$ cat config.mk
export PLATFORM = sky130hd
export DESIGN_NAME = quoted_argument_splitter
export DESIGN_NICKNAME = d
export VERILOG_FILES = /design/src/rtl/qas_pkg.sv /design/src/rtl/qas_step.sv /design/src/rtl/quoted_argument_splitter.sv
export SDC_FILE = /design/constraint.sdc
export NUM_CORES = 1
export LEC_CHECK = 0
export ABC_CLOCK_PERIOD_IN_PS = 3400
export BUFFER_PORTS_ARGS = -buffer_cell sky130_fd_sc_hd__buf_2
export CORE_ASPECT_RATIO = 1.5
export CORE_UTILIZATION = 60
export CTS_CLUSTER_SIZE = 40
export DETAILED_ROUTE_END_ITERATION = 6
export GPL_ROUTABILITY_DRIVEN = 0
export HOLD_SLACK_MARGIN = 0.15
export PLACE_DENSITY = 0.8
export SLEW_MARGIN = 25
export SYNTH_ARGS = -nofsm -noshare
export SYNTH_HDL_FRONTEND = slang
export SYNTH_HIERARCHICAL = 1
export SYNTH_SLANG_ARGS = --single-unit
$ cat constraint.sdc
create_clock -name clk -period 3.4 [get_ports clk]
set_input_delay 0 -clock clk [delete_from_list [all_inputs] [get_ports clk]]
set_output_delay 0 -clock clk [all_outputs]
set_load 0.03 [all_outputs]
$ cat src/rtl/qas_pkg.sv
// Package for the quoted argument splitter: beat types, step bundle and
// character constants. No dependencies.
`default_nettype none

package qas_pkg;

    // Characters with special meaning
    localparam logic [7:0] CH_BSLASH = 8'h5C;
    localparam logic [7:0] CH_DQUOTE = 8'h22;
    localparam logic [7:0] CH_SQUOTE = 8'h27;
    localparam logic [7:0] CH_SPACE  = 8'h20;
    localparam logic [7:0] CH_TAB    = 8'h09;
    localparam logic [7:0] CH_CR     = 8'h0D;

    // Input beat
    typedef struct packed {
        logic [7:0] in_char;
        logic       is_end;
    } item_t;

    // Output beat
    typedef struct packed {
        logic [7:0] out_char;
        logic       has_char;
        logic       arg_end;
        logic       last;
    } result_t;

    // Parser flags
    typedef struct packed {
        logic in_single_quote;
        logic in_double_quote;
        logic backslash_pending;
        logic argument_open;
        logic any_argument_closed;
    } flags_t;

    // Results produced by one accepted item
    typedef struct packed {
        logic [1:0] count;
        result_t    res0;
        result_t    res1;
    } step_t;

endpackage

`default_nettype wire

$ cat src/rtl/qas_step.sv
// Per-byte splitter step: parser flags, escape config bit and the decode of
// one input beat into zero, one or two result beats. Depends on qas_pkg.
`default_nettype none

module qas_step
(
    input  wire logic            clk,
    input  wire logic            rst_n,
    input  wire logic            cfg_we,
    input  wire logic            cfg_wdata,
    input  wire logic            take,
    input  wire qas_pkg::item_t  item,
    output qas_pkg::step_t       step
);

    qas_pkg::flags_t flags_reg;
    qas_pkg::flags_t flags_next;
    logic            esc_reg;

    logic [7:0] c;
    logic       is_ws;
    logic       escapable;
    logic       emit;
    logic [1:0] n;

    assign c         = item.in_char;
    assign is_ws     = (c == qas_pkg::CH_SPACE) ||
                       (c >= qas_pkg::CH_TAB && c <= qas_pkg::CH_CR);
    assign escapable = (c == qas_pkg::CH_DQUOTE) || (c == qas_pkg::CH_SQUOTE) ||
                       (c == qas_pkg::CH_BSLASH && esc_reg);

    // Decode one beat against the current flags
    always_comb
    begin
        flags_next = flags_reg;
        step       = '0;
        emit       = 1'b0;
        n          = 2'd0;
        if (item.is_end)
        begin
            // close whatever is open; a pending backslash goes out literally
            if (flags_reg.backslash_pending || flags_reg.argument_open ||
                !flags_reg.any_argument_closed)
            begin
                step.res0.out_char = flags_reg.backslash_pending ? qas_pkg::CH_BSLASH
                                                                 : 8'h00;
                step.res0.has_char = flags_reg.backslash_pending;
                step.res0.arg_end  = 1'b1;
                n = 2'd1;
            end
            flags_next = '0;
        end
        else if (flags_reg.backslash_pending && escapable)
        begin
            flags_next.backslash_pending = 1'b0;
            step.res0.out_char = c;
            step.res0.has_char = 1'b1;
            n = 2'd1;
        end
        else
        begin
            // literal backslash first, then the byte as usual
            if (flags_reg.backslash_pending)
            begin
                flags_next.backslash_pending = 1'b0;
                step.res0.out_char = qas_pkg::CH_BSLASH;
                step.res0.has_char = 1'b1;
                n = 2'd1;
            end
            if (is_ws && !flags_reg.in_single_quote && !flags_reg.in_double_quote)
            begin
                if (flags_reg.argument_open)
                begin
                    if (n != 2'd0)
                    begin
                        step.res0.arg_end = 1'b1;
                    end
                    else
                    begin
                        step.res0.arg_end = 1'b1;
                        n = 2'd1;
                    end
                    flags_next.argument_open       = 1'b0;
                    flags_next.any_argument_closed = 1'b1;
                end
            end
            else
            begin
                flags_next.argument_open = 1'b1;
                if (c == qas_pkg::CH_BSLASH && !flags_reg.in_single_quote)
                begin
                    flags_next.backslash_pending = 1'b1;
                end
                else if (flags_reg.in_single_quote)
                begin
                    if (c == qas_pkg::CH_SQUOTE)
                        flags_next.in_single_quote = 1'b0;
                    else
                        emit = 1'b1;
                end
                else if (flags_reg.in_double_quote)
                begin
                    if (c == qas_pkg::CH_DQUOTE)
                        flags_next.in_double_quote = 1'b0;
                    else
                        emit = 1'b1;
                end
                else if (c == qas_pkg::CH_SQUOTE)
                begin
                    flags_next.in_single_quote = 1'b1;
                end
                else if (c == qas_pkg::CH_DQUOTE)
                begin
                    flags_next.in_double_quote = 1'b1;
                end
                else
                begin
                    emit = 1'b1;
                end
                if (emit)
                begin
                    if (n == 2'd0)
                    begin
                        step.res0.out_char = c;
                        step.res0.has_char = 1'b1;
                        n = 2'd1;
                    end
                    else
                    begin
                        step.res1.out_char = c;
                        step.res1.has_char = 1'b1;
                        n = 2'd2;
                    end
                end
            end
        end
        // mark the final beat of this item
        if (n == 2'd1)
            step.res0.last = 1'b1;
        if (n == 2'd2)
            step.res1.last = 1'b1;
        step.count = n;
    end

    // Flags and config register
    always_ff @(posedge clk or negedge rst_n)
    begin
        if (!rst_n)
        begin
            flags_reg <= '0;
            esc_reg   <= 1'b0;
        end
        else
        begin
            if (take)
                flags_reg <= flags_next;
            if (cfg_we)
                esc_reg <= cfg_wdata;
        end
    end

endmodule

`default_nettype wire

$ cat src/rtl/quoted_argument_splitter.sv
// A result beat is written into the queue when its input beat is taken and is offered on out from the queue head.
// One input beat per cycle while in_ready is high; an item with two results leaves as
//   two output beats, so the output port sets the sustained rate.
// in_ready is high while the queue (QUEUE_DEPTH beats) has room for two beats.
// Reset (rst_n low, asynchronous): flags, escape bit and queue pointers and count are cleared.
// Top level of the quoted argument splitter. Depends on qas_pkg and qas_step.
`default_nettype none

module quoted_argument_splitter
#(
    parameter int QUEUE_DEPTH = 4
)
(
    input  wire logic              clk,
    input  wire logic              rst_n,
    input  wire logic              cfg_we,
    input  wire logic              cfg_wdata,
    input  wire logic              in_valid,
    output logic                   in_ready,
    input  wire qas_pkg::item_t    in_data,
    output logic                   out_valid,
    input  wire logic              out_ready,
    output qas_pkg::result_t       out_data
);

    localparam int PTR_W = (QUEUE_DEPTH > 1) ? $clog2(QUEUE_DEPTH) : 1;
    localparam int CNT_W = $clog2(QUEUE_DEPTH + 1);

    qas_pkg::step_t   step;
    qas_pkg::result_t queue_reg [QUEUE_DEPTH];
    logic [PTR_W-1:0] wr_ptr_reg, wr_ptr_next;
    logic [PTR_W-1:0] rd_ptr_reg, rd_ptr_next;
    logic [CNT_W-1:0] count_reg, count_next;
    logic [PTR_W-1:0] wr_ptr_inc;
    logic             take;
    logic             pop;
    logic [1:0]       push_n;

    function automatic logic [PTR_W-1:0] ptr_inc(input logic [PTR_W-1:0] p);
        ptr_inc = (p == PTR_W'(QUEUE_DEPTH - 1)) ? '0 : p + 1'b1;
    endfunction

    // Parser step
    qas_step u_step
    (
        .clk       (clk),
        .rst_n     (rst_n),
        .cfg_we    (cfg_we),
        .cfg_wdata (cfg_wdata),
        .take      (take),
        .item      (in_data),
        .step      (step)
    );

    // Handshakes
    assign in_ready  = (count_reg <= CNT_W'(QUEUE_DEPTH - 2));
    assign take      = in_valid && in_ready;
    assign out_valid = (count_reg != '0);
    assign pop       = out_valid && out_ready;
    assign out_data  = queue_reg[rd_ptr_reg];
    assign push_n    = take ? step.count : 2'd0;

    // Queue pointers
    assign wr_ptr_inc = ptr_inc(wr_ptr_reg);

    always_comb
    begin
        wr_ptr_next = wr_ptr_reg;
        if (push_n == 2'd1)
            wr_ptr_next = wr_ptr_inc;
        else if (push_n == 2'd2)
            wr_ptr_next = ptr_inc(wr_ptr_inc);
        rd_ptr_next = pop ? ptr_inc(rd_ptr_reg) : rd_ptr_reg;
        count_next  = count_reg + CNT_W'(push_n) - CNT_W'(pop);
    end

    always_ff @(posedge clk or negedge rst_n)
    begin
        if (!rst_n)
        begin
            wr_ptr_reg <= '0;
            rd_ptr_reg <= '0;
            count_reg  <= '0;
        end
        else
        begin
            wr_ptr_reg <= wr_ptr_next;
            rd_ptr_reg <= rd_ptr_next;
            count_reg  <= count_next;
        end
    end

    // Queue storage
    always_ff @(posedge clk)
    begin
        if (push_n != 2'd0)
            queue_reg[wr_ptr_reg] <= step.res0;
        if (push_n == 2'd2)
            queue_reg[wr_ptr_inc] <= step.res1;
    end

endmodule

`default_nettype wire

==> results of run 1 <==
-- kinds of logic after synthesis --
logic type,Yosys count
AND/OR/NAND/NOR,77
multiplexers,57
AO/OA/AOI/OAI,43
XOR/XNOR,4
other,1
adder cells (fa/ha/maj),13
flip-flops,57
buffers and inverters,25
-- layer usage --
layer	track usage [%]	up-vias
met5	0	-
met2	44.13	74
met1	27.13	1158
met3	6.019	21
li1	-	1135
met4	13.09	0
-- area by class of cell --
type	count	share of cell area [%]
clock buffer	10	3.064
clock inverter	6	0.8411
inverter	10	0.9012
multi-input combinational	195	47.25
sequential	57	39.53
tap	72	2.163
timing repair buffer	41	6.248
-- cell usage in the layout, fill, tap and decap left out, types with 2 or more instances in the layout --
master          n
a21o_1          5
a21oi_1         9
a22o_1          2
a31oi_1         2
a41o_1          3
and2_1          9
and3_1          2
and4_1          3
buf_2          27
buf_4           6
clkbuf_8        9
clkinv_2        4
clkinvlp_4      2
dfrtp_1        13
dlygate4sd3_1   8
edfxtp_1       44
ha_1           12
inv_1           8
inv_2           2
mux2_2          6
mux2_4         40
mux4_2         11
nand2_1        10
nand2_2         4
nand2b_1        2
nand3_1         5
nand4_1         2
nor2_1         14
nor2b_1         2
nor3_1          6
nor3_2          2
nor4_4          2
o21ai_0         4
o31ai_1         2
o41ai_1         2
or2_1           2
xnor2_1         3
-- where the power goes --
group          internal (W)  total (W)  switching (W)
registers          0.000881    0.00102       0.000138
logic              0.000449   0.000976       0.000527
clock network      0.000258   0.000532       0.000273
-- metrics by stage --
stage,util [%],hold WS [ps],cells,power (W)
finish,70.44,174.4,391,0.002528
global route,70.44,193.7,391,0.002672
CTS,70.44,164.1,391,0.002548
detailed placement,66.34,-95.74,367,0.002015
global placement,66.34,-97.17,367,0.001986
floorplan,-,-295.6,277,0.001768
-- worst paths after layout --
path,startpoint,endpoint
max reg2reg,u_step/flags_reg[4],queue_reg[0][2]
max,in_data[1],queue_reg[0][2]
min reg2reg,count_reg[2],count_reg[2]
max in group asynchronous,rst_n,u_step/flags_reg[4]
min,in_valid,wr_ptr_reg[1]
min in group asynchronous,rst_n,count_reg[1]
-- timing repair --
item                                   4_1_cts  5_1_grt
hold buffers                                 8        0
endpoints found under the hold margin       20        0
buffers inserted                             0        0
-- worst max-delay path, cell delays in order --
cell and delay, ps:
dlygate4sd3_1 520, buf_2 180, or2_1 200, nor3_2 80, a22o_1 370, a21oi_2 280, and2_1 430, nor4b_4 420
nand2_2 350, mux2_4 400
==> results.toml, run 1 <==
[sta]
report.final.setup_viol = 0
min_period_ps = 3155
finalHoldViolCount = 0
timing.clock.skew_ps = 6.238
fin_ws_ps = 244.8
final.setup.tns_ps = 0
finalCritPeriodShare_pct = 92.80
max_freq_mhz = 316.9
grt_setup_unrepaired = "false"
slew_headroom_pct = 45.97
worst_slew_pin_slew_ps = 810.4
final_max_slew_viol_count = 0

[grt]
grt_first_pass_wirelength_um = 11830
grt_antenna_before_repair = 0
maximum_number_of_pins_on_one_net_before_global_route_repair = 15
gr-total-overflow = 0
grtUsageTotal_pct = 25.17
first_global_vias = 2446

[worst_setup_path]
worst_ep_arrival_time_ps = 3240
criticalPathCategory = "input pin to register"
timing.critical_path.fanout_max = 14
crit_required_ps = 3480
ff2ff_path_depth = 10
worst_setup_path_end_kind = "register"
timing.critical_path.from_type = "input pin"
r2r_setup_slack_ps = 300

[yosys]
share_of_the_synthesized_area_in_compound_gates_ao_oa_aoi_oai_pct = 8.730
synth.largest_area_cell = "edfxtp_1"
synthesis.area_per_instance_um2 = 13.56
synth_seq_cells = 57
post_synth_xor_area_fraction_pct = 0.9330
yosysMostFrequentCell = "edfxtp_1"
unique_masters_post_synth = 65
async_reset_ff_share_pct = 22.81
synthDominantCellAreaShare_pct = 35.19
synth_fa_ha_area_share_pct = 4.532
number_of_enable_type_register_cells_in_the_synthesized_netlist = 44
synth_top_family_by_area = "multiplexers"
post_synthesis_instance_total = 277
yosys_warnings = 6
netlist_top_cells_count = "edfxtp_1, mux2_4, nor2_1, dfrtp_1, ha_1"
seq_area_frac_synth_pct = 43.85
synth_top_cells_by_area = "edfxtp_1, mux2_4, dfrtp_1, mux4_2, ha_1"
synth_mux_area_share_pct = 24.39
yosys_most_used_dff = "edfxtp_1"
post_synth_and_or_nand_nor_area_fraction_pct = 13.73
synthesis.nets = 305
synthesis.area_mm2 = 0.003755

[detailed_routing]
post-route-drc-count = 0
wl_met3_um = 300
wl_met2_um = 4099
drt_iter0_drc = 147
postRouteWirelength_um = 7510
wl_met1_um = 2897
drt_pre_antenna_iters = 4
via_count = 2388
highest_layer = "met4"
routedWlPerCell_um = 19.21
antenna_violating_nets_post_route = 0
detail_route.vias_per_cell = 6.107

[cells_and_area]
antenna-diode-count = 0
number_of_flip_flops_in_the_largest_register = 44
finish.instance_area_mm2 = 0.004165
area.growth.synth_to_final_pct = 10.93
num-nets-final = 342
layout_filler_cell_count = 396
drive_above_1_share_pct = 40.13
multi_input_area_mm2 = 0.001968
area.sequential_mm2 = 0.001647

[place]
dpl_cell_area_mm2 = 0.003923
portBuffers = 27
dp_slack_ps = 350.9
detailedPlacementHpwl_um = 5209

[clocking]
clock_network_latency_to_the_later_pin_of_the_worst_skew_pair_ps = 330
cts-root-buf = "clkbuf_8"
tritoncts.num_buffers = 9
cts.sinks = 57
cts_max_path_buffers = 2
cts_resized = 0
ctsHtreeMaxLevel = 3
path_clk_slew_ps = 70
cts_tree = "built"

[outcome]
outcome = "complete, no violations"

[floorplanning]
floorplan.initialDensity_pct = 63.50
ios = 28
die_span_y_um = 98.89
core_mm2 = 0.005913
fp.dieArea_mm2 = 0.006585
floorplan.rows = 34
die-width_um = 66.59

[pwr]
power.density_mw_per_mm2 = 606.9
static_leak_nw = 1.808
ir_drop_mv = 0.4685

[run]
timing.max_cap.violations = 0

[min_path]
timing.hold.worst.class = "input pin to register"
timing.hold.worst_path_depth = 5
Note: power is estimated with default switching activity, not from simulation.
==> run 2: changes to the inputs <==
--- a/config.mk
+++ b/config.mk
@@ -7,15 +7,18 @@
 export LEC_CHECK = 0
 export ABC_CLOCK_PERIOD_IN_PS = 3400
 export BUFFER_PORTS_ARGS = -buffer_cell sky130_fd_sc_hd__buf_2
+export CELL_PAD_IN_SITES_DETAIL_PLACEMENT = 1
+export CELL_PAD_IN_SITES_GLOBAL_PLACEMENT = 2
 export CORE_ASPECT_RATIO = 1.5
-export CORE_UTILIZATION = 60
+export CORE_UTILIZATION = 43
 export CTS_CLUSTER_SIZE = 40
 export DETAILED_ROUTE_END_ITERATION = 6
 export GPL_ROUTABILITY_DRIVEN = 0
 export HOLD_SLACK_MARGIN = 0.15
-export PLACE_DENSITY = 0.8
+export PLACE_DENSITY_LB_ADDON = 0.1
 export SLEW_MARGIN = 25
 export SYNTH_ARGS = -nofsm -noshare
 export SYNTH_HDL_FRONTEND = slang
 export SYNTH_HIERARCHICAL = 1
 export SYNTH_SLANG_ARGS = --single-unit
+export TNS_END_PERCENT = 5
==> run 2 against run 1 <==
Clock power grew 79%. Sequential share of layout area fell by 1.8 points. Die area is 38% higher. Register-to-register slack worse by 20 ps. Final cell count increased by 9.2%. Clock skew is 2.3 ps higher. Worst setup slack got worse by 25 ps. Via count down 0.38%. Sequential cell count unchanged. Routed wire length rose by 17%. Count of clock-buffer cells in the layout shrank 1.
==> results.toml, run 2 (synthesized netlist as in run 1, its figures left out) <==
[sta]
final.setup.tns_ps = 0
fin_ws_ps = 219.4
finalCritPeriodShare_pct = 93.55
timing.clock.skew_ps = 8.506
finalHoldViolCount = 0
worst_slew_pin_slew_ps = 892.7
grt_setup_unrepaired = "false"
max_freq_mhz = 314.4
slew_headroom_pct = 40.49
min_period_ps = 3181
final_max_slew_viol_count = 0
report.final.setup_viol = 0

[cells_and_area]
layout_commonest_cell = "edfxtp_1"
num-nets-final = 343
most-common-layout-cells = "edfxtp_1, mux2_4, buf_2"
number_of_flip_flops_in_the_largest_register = 44
finish.instance_area_mm2 = 0.004364
final_util_pct = 51.56
area.growth.synth_to_final_pct = 16.23
antenna-diode-count = 0
drive_above_1_share_pct = 40.00

[worst_setup_path]
worst_r2r_endpoint = "queue_reg[3][7]"
timing.critical_path.fanout_max = 11
r2r-start = "u_step/flags_reg[4]"
crit_required_ps = 3480
worst_setup_path_end_kind = "register"
criticalPathCategory = "input pin to register"
timing.critical_path.from_type = "input pin"
r2r_setup_slack_ps = 280
ff2ff_path_depth = 10
worst_ep_arrival_time_ps = 3260

[min_path]
timing.hold.worst.start = "in_data[3]"
timing.hold.worst.class = "input pin to register"
terminating_pin_of_the_worst_hold_path = "u_step/flags_reg[4]"
timing.hold.worst_path_depth = 4

[pwr]
power.density_mw_per_mm2 = 677.9
static_leak_nw = 1.882
ir_drop_mv = 0.3141

[detailed_routing]
postRouteWirelength_um = 8808
antenna_violating_nets_post_route = 0
detail_route.vias_per_cell = 5.571
routedWlPerCell_um = 20.63
via_count = 2379
drt_iter0_drc = 92
post-route-drc-count = 0
drt_pre_antenna_iters = 4

[grt]
grt_antenna_before_repair = 0
first_global_vias = 2553
maximum_number_of_pins_on_one_net_before_global_route_repair = 15
grtUsageTotal_pct = 21.40
grt_first_pass_wirelength_um = 14080
gr-total-overflow = 0

[clocking]
cts_tree = "built"
clock_network_latency_to_the_later_pin_of_the_worst_skew_pair_ps = 340
cts.repair_timing.setup_buffer_count = 0
cts_hold_repair.buffers = 8
cts-root-buf = "clkbuf_16"
cts.sinks = 57
tritoncts.num_buffers = 9
cts_max_path_buffers = 2
ctsHtreeMaxLevel = 3
cts_resized = 0
path_clk_slew_ps = 60

[outcome]
outcome = "complete, no violations"

[run]
timing.max_cap.violations = 0

[place]
detailedPlacementHpwl_um = 6301
dpl_cell_area_mm2 = 0.003974
portBuffers = 27
dp_slack_ps = 283.3

[floorplanning]
core_mm2 = 0.008464
die_span_y_um = 116.4
ios = 28
floorplan.rows = 41
floorplan.initialDensity_pct = 44.36
die-width_um = 78.30
fp.dieArea_mm2 = 0.009118
## run 2: cell count changes in the layout (fill, tap and decap cells not counted)
cell | previous run | this run
bufinv_16 | 0 | 2
clkbuf_8 | 9 | 0
clkbuf_16 | 0 | 9
buf_4 | 6 | 7
clkbuf_1 | 1 | 0
clkinvlp_4 | 2 | 1
clkinv_2 | 4 | 2
clkinv_1 | 0 | 2
## run 2: worst max path at each step
| stage | from | cells past startpoint | endpoint | slack (ps) |
|---|---|---|---|---|
| after detailed placement | u_step/flags_reg[4] | 10 | queue_reg[1][2] | 280 |
| after CTS | in_data[1] | 12 | queue_reg[1][2] | 190 |
| final | in_data[1] | 12 | queue_reg[3][7] | 220 |
| after global placement | u_step/flags_reg[4] | 10 | queue_reg[0][2] | 350 |
| after global routing | in_data[1] | 12 | queue_reg[0][4] | 70 |
| after floorplan | u_step/flags_reg[4] | 7 | queue_reg[0][0] | 330 |
## run 2: critical path: stages
cell,delay (ps)
dlygate4sd3_1,530
buf_2,170
or2_1,290
nor4_4,280
a21o_4,170
ha_1,240
nor2_1,110
o32ai_1,110
buf_4,180
nor4b_4,420
nand2_2,350
mux2_4,400
## run 2: power breakdown
part | leakage (nW) | switching (W) | internal, W
clock network | 0.150 | 0.000320 | 0.000632
logic | 1.17 | 0.000530 | 0.000444
registers | 0.560 | 0.000149 | 0.000883
total | 1.88 | 0.000999 | 0.00196
## run 2: area by class of cell
class / count / area, µm²
clock inverters: 7 / 85.08
inverters: 10 / 37.54
well taps: 107 / 133.9
repair buffers: 42 / 267.8
fillers: 896 / 4100
flip-flops and latches: 57 / 1647
clock buffers: 9 / 225.2
multi-input cells: 195 / 1968
## run 2: through the flow
step	total power, W	instances	hold WS (ps)
global placement	0.002009	403	-83.63
floorplan	0.001768	277	-295.6
detailed placement	0.002036	403	-81.46
finish	0.002958	427	176.7
global route	0.003120	427	225.3
CTS	0.003009	427	155.5
## run 2: layer usage
layer | wire (µm) | up-vias | global-route usage (%)
met5 | 0 | - | 0
met4 | 185 | 0 | 10.37
met3 | 214 | 12 | 3.047
met2 | 4711 | 40 | 38.77
met1 | 3696 | 1190 | 24.69
li1 | - | 1137 | -
==> run 3: changes to the inputs <==
--- a/config.mk
+++ b/config.mk
@@ -5,7 +5,7 @@
 export SDC_FILE = /design/constraint.sdc
 export NUM_CORES = 1
 export LEC_CHECK = 0
-export ABC_CLOCK_PERIOD_IN_PS = 3400
+export ABC_CLOCK_PERIOD_IN_PS = 3650
 export BUFFER_PORTS_ARGS = -buffer_cell sky130_fd_sc_hd__buf_2
 export CELL_PAD_IN_SITES_DETAIL_PLACEMENT = 1
 export CELL_PAD_IN_SITES_GLOBAL_PLACEMENT = 2
==> constraint.sdc (replaced) <==
create_clock -name clk -period 3.65 [get_ports clk]
set_input_delay 0 -clock clk [delete_from_list [all_inputs] [get_ports clk]]
set_output_delay 0 -clock clk [all_outputs]
set_load 0.03 [all_outputs]
==> run 3 against run 2 <==
Sequential share of layout area about the same. Critical path depth decreased by 2. Routed wire length down 3.0%. Design area barely moved. First-iteration DRC count fell by 13%.
==> results.toml, run 3 (synthesized netlist as in run 1, its figures left out) <==
[outcome]
outcome = "complete, no violations"

[floorplanning]
floorplan.rows = 41
floorplan.initialDensity_pct = 44.36
ios = 28
fp.dieArea_mm2 = 0.009118
die_span_y_um = 116.4
core_mm2 = 0.008464
die-width_um = 78.30

[clocking]
path_clk_slew_ps = 50
cts_resized = 0
cts_hold_repair.buffers = 9
cts_max_path_buffers = 2
cts.sinks = 57
ctsHtreeMaxLevel = 3
tritoncts.num_buffers = 9
cts_tree = "built"
cts-root-buf = "clkbuf_16"
cts.repair_timing.setup_buffer_count = 0
clock_network_latency_to_the_later_pin_of_the_worst_skew_pair_ps = 330

[grt]
gr-total-overflow = 0
grt_first_pass_wirelength_um = 13870
first_global_vias = 2581
maximum_number_of_pins_on_one_net_before_global_route_repair = 15
grtUsageTotal_pct = 21.14
grt_antenna_before_repair = 0

[detailed_routing]
drt_iter0_drc = 80
post-route-drc-count = 0
drt_pre_antenna_iters = 4
postRouteWirelength_um = 8546
detail_route.vias_per_cell = 5.585
routedWlPerCell_um = 20.01
antenna_violating_nets_post_route = 0
via_count = 2385

[cells_and_area]
area.growth.synth_to_final_pct = 16.33
antenna-diode-count = 0
number_of_flip_flops_in_the_largest_register = 44
num-nets-final = 343
most-common-layout-cells = "edfxtp_1, mux2_4, buf_2"
drive_above_1_share_pct = 39.69
post_layout_nonfiller_instances = 427
layout_commonest_cell = "edfxtp_1"
finish.instance_area_mm2 = 0.004368

[sta]
final.setup.tns_ps = 0
worst_slew_pin_slew_ps = 880.4
timing.clock.skew_ps = 10.76
min_period_ps = 3275
max_freq_mhz = 305.3
final_max_slew_viol_count = 0
finalCritPeriodShare_pct = 89.73
report.final.setup_viol = 0
finalHoldViolCount = 0
grt_setup_unrepaired = "false"
worst_hold_slack_ps = 217.2
slew_headroom_pct = 41.31

[pwr]
power.density_mw_per_mm2 = 632.5
ir_drop_mv = 0.3539
static_leak_nw = 1.887

[place]
portBuffers = 27
detailedPlacementHpwl_um = 6189
dp_cells = 402
dpl_cell_area_mm2 = 0.003966

[worst_setup_path]
worst_setup_path_end_kind = "register"
worst_ep_arrival_time_ps = 3350
criticalPathCategory = "input pin to register"
timing.critical_path.fanout_max = 14
path_cells = "dlygate4sd3_1, buf_2, or2_1, nor3_2, a22o_1, a21oi_2, and2_1, nor4b_4, nand2_2, mux2_4"
critical_path.max_stage_delay_ps = 520
crit_path_top_delay_cell = "dlygate4sd3_1"
crit_required_ps = 3720
timing.critical_path.from_type = "input pin"

[min_path]
timing.hold.worst.class = "input pin to register"

[run]
timing.max_cap.violations = 0
==> run 3: critical path: cells and delay by family <==
| family | cells | cell delay [ps] |
|---|---|---|
| and+or+nand+nor | 5 | 1550 |
| buffers and inverters | 2 | 710 |
| AOI/OAI and AO/OA | 2 | 680 |
| muxes | 1 | 410 |
==> run 3: final cells by class <==
class,instances,area [µm²]
Clock buffer,10,229.0
Clock inverter,6,82.58
Fill cell,883,4096
Inverter,10,37.54
Multi-Input combinational cell,195,1968
Sequential cell,57,1647
Tap cell,107,133.9
Timing Repair Buffer,42,270.3
==> run 3: final timing paths <==
path,startpoint,end,slack (ps),cells past startpoint
max,in_data[1],queue_reg[0][2],370,10
min,in_valid,wr_ptr_reg[1],220,5
max reg2reg,u_step/flags_reg[4],queue_reg[0][2],520,9
min reg2reg,count_reg[2],count_reg[2],520,1
max in group asynchronous,rst_n,rd_ptr_reg[0],2470,3
min in group asynchronous,rst_n,count_reg[2],750,3
==> run 3: metrics by stage <==
| step | utilization [%] | total power, W | setup WS [ps] |
|---|---|---|---|
| 5_1_grt | 51.60 | 0.002917 | 153.3 |
| 2_1_floorplan | - | 0.001647 | 578.2 |
| 3_3_place_gp | 46.86 | 0.001882 | 558.6 |
| 4_1_cts | 51.60 | 0.002808 | 324.1 |
| 3_5_place_dp | 46.86 | 0.001906 | 504.7 |
| 6_report | 51.60 | 0.002763 | 374.7 |
==> run 3: metal layers <==
| layer | vias up | GRT usage, % | routed length [µm] |
|---|---|---|---|
| met5 | - | 0 | 0 |
| met4 | 0 | 10.12 | 225 |
| met3 | 12 | 4.453 | 178 |
| met2 | 33 | 37.19 | 4488 |
| met1 | 1198 | 24.48 | 3653 |
| li1 | 1142 | - | - |
==> run 3: power breakdown <==
| part | leakage (nW) | total (W) | internal, W | switching [W] |
|---|---|---|---|---|
| Clock | 0.154 | 0.000881 | 0.000593 | 0.000289 |
| Sequential | 0.560 | 0.000964 | 0.000822 | 0.000142 |
| Combinational | 1.17 | 0.000917 | 0.000417 | 0.000500 |
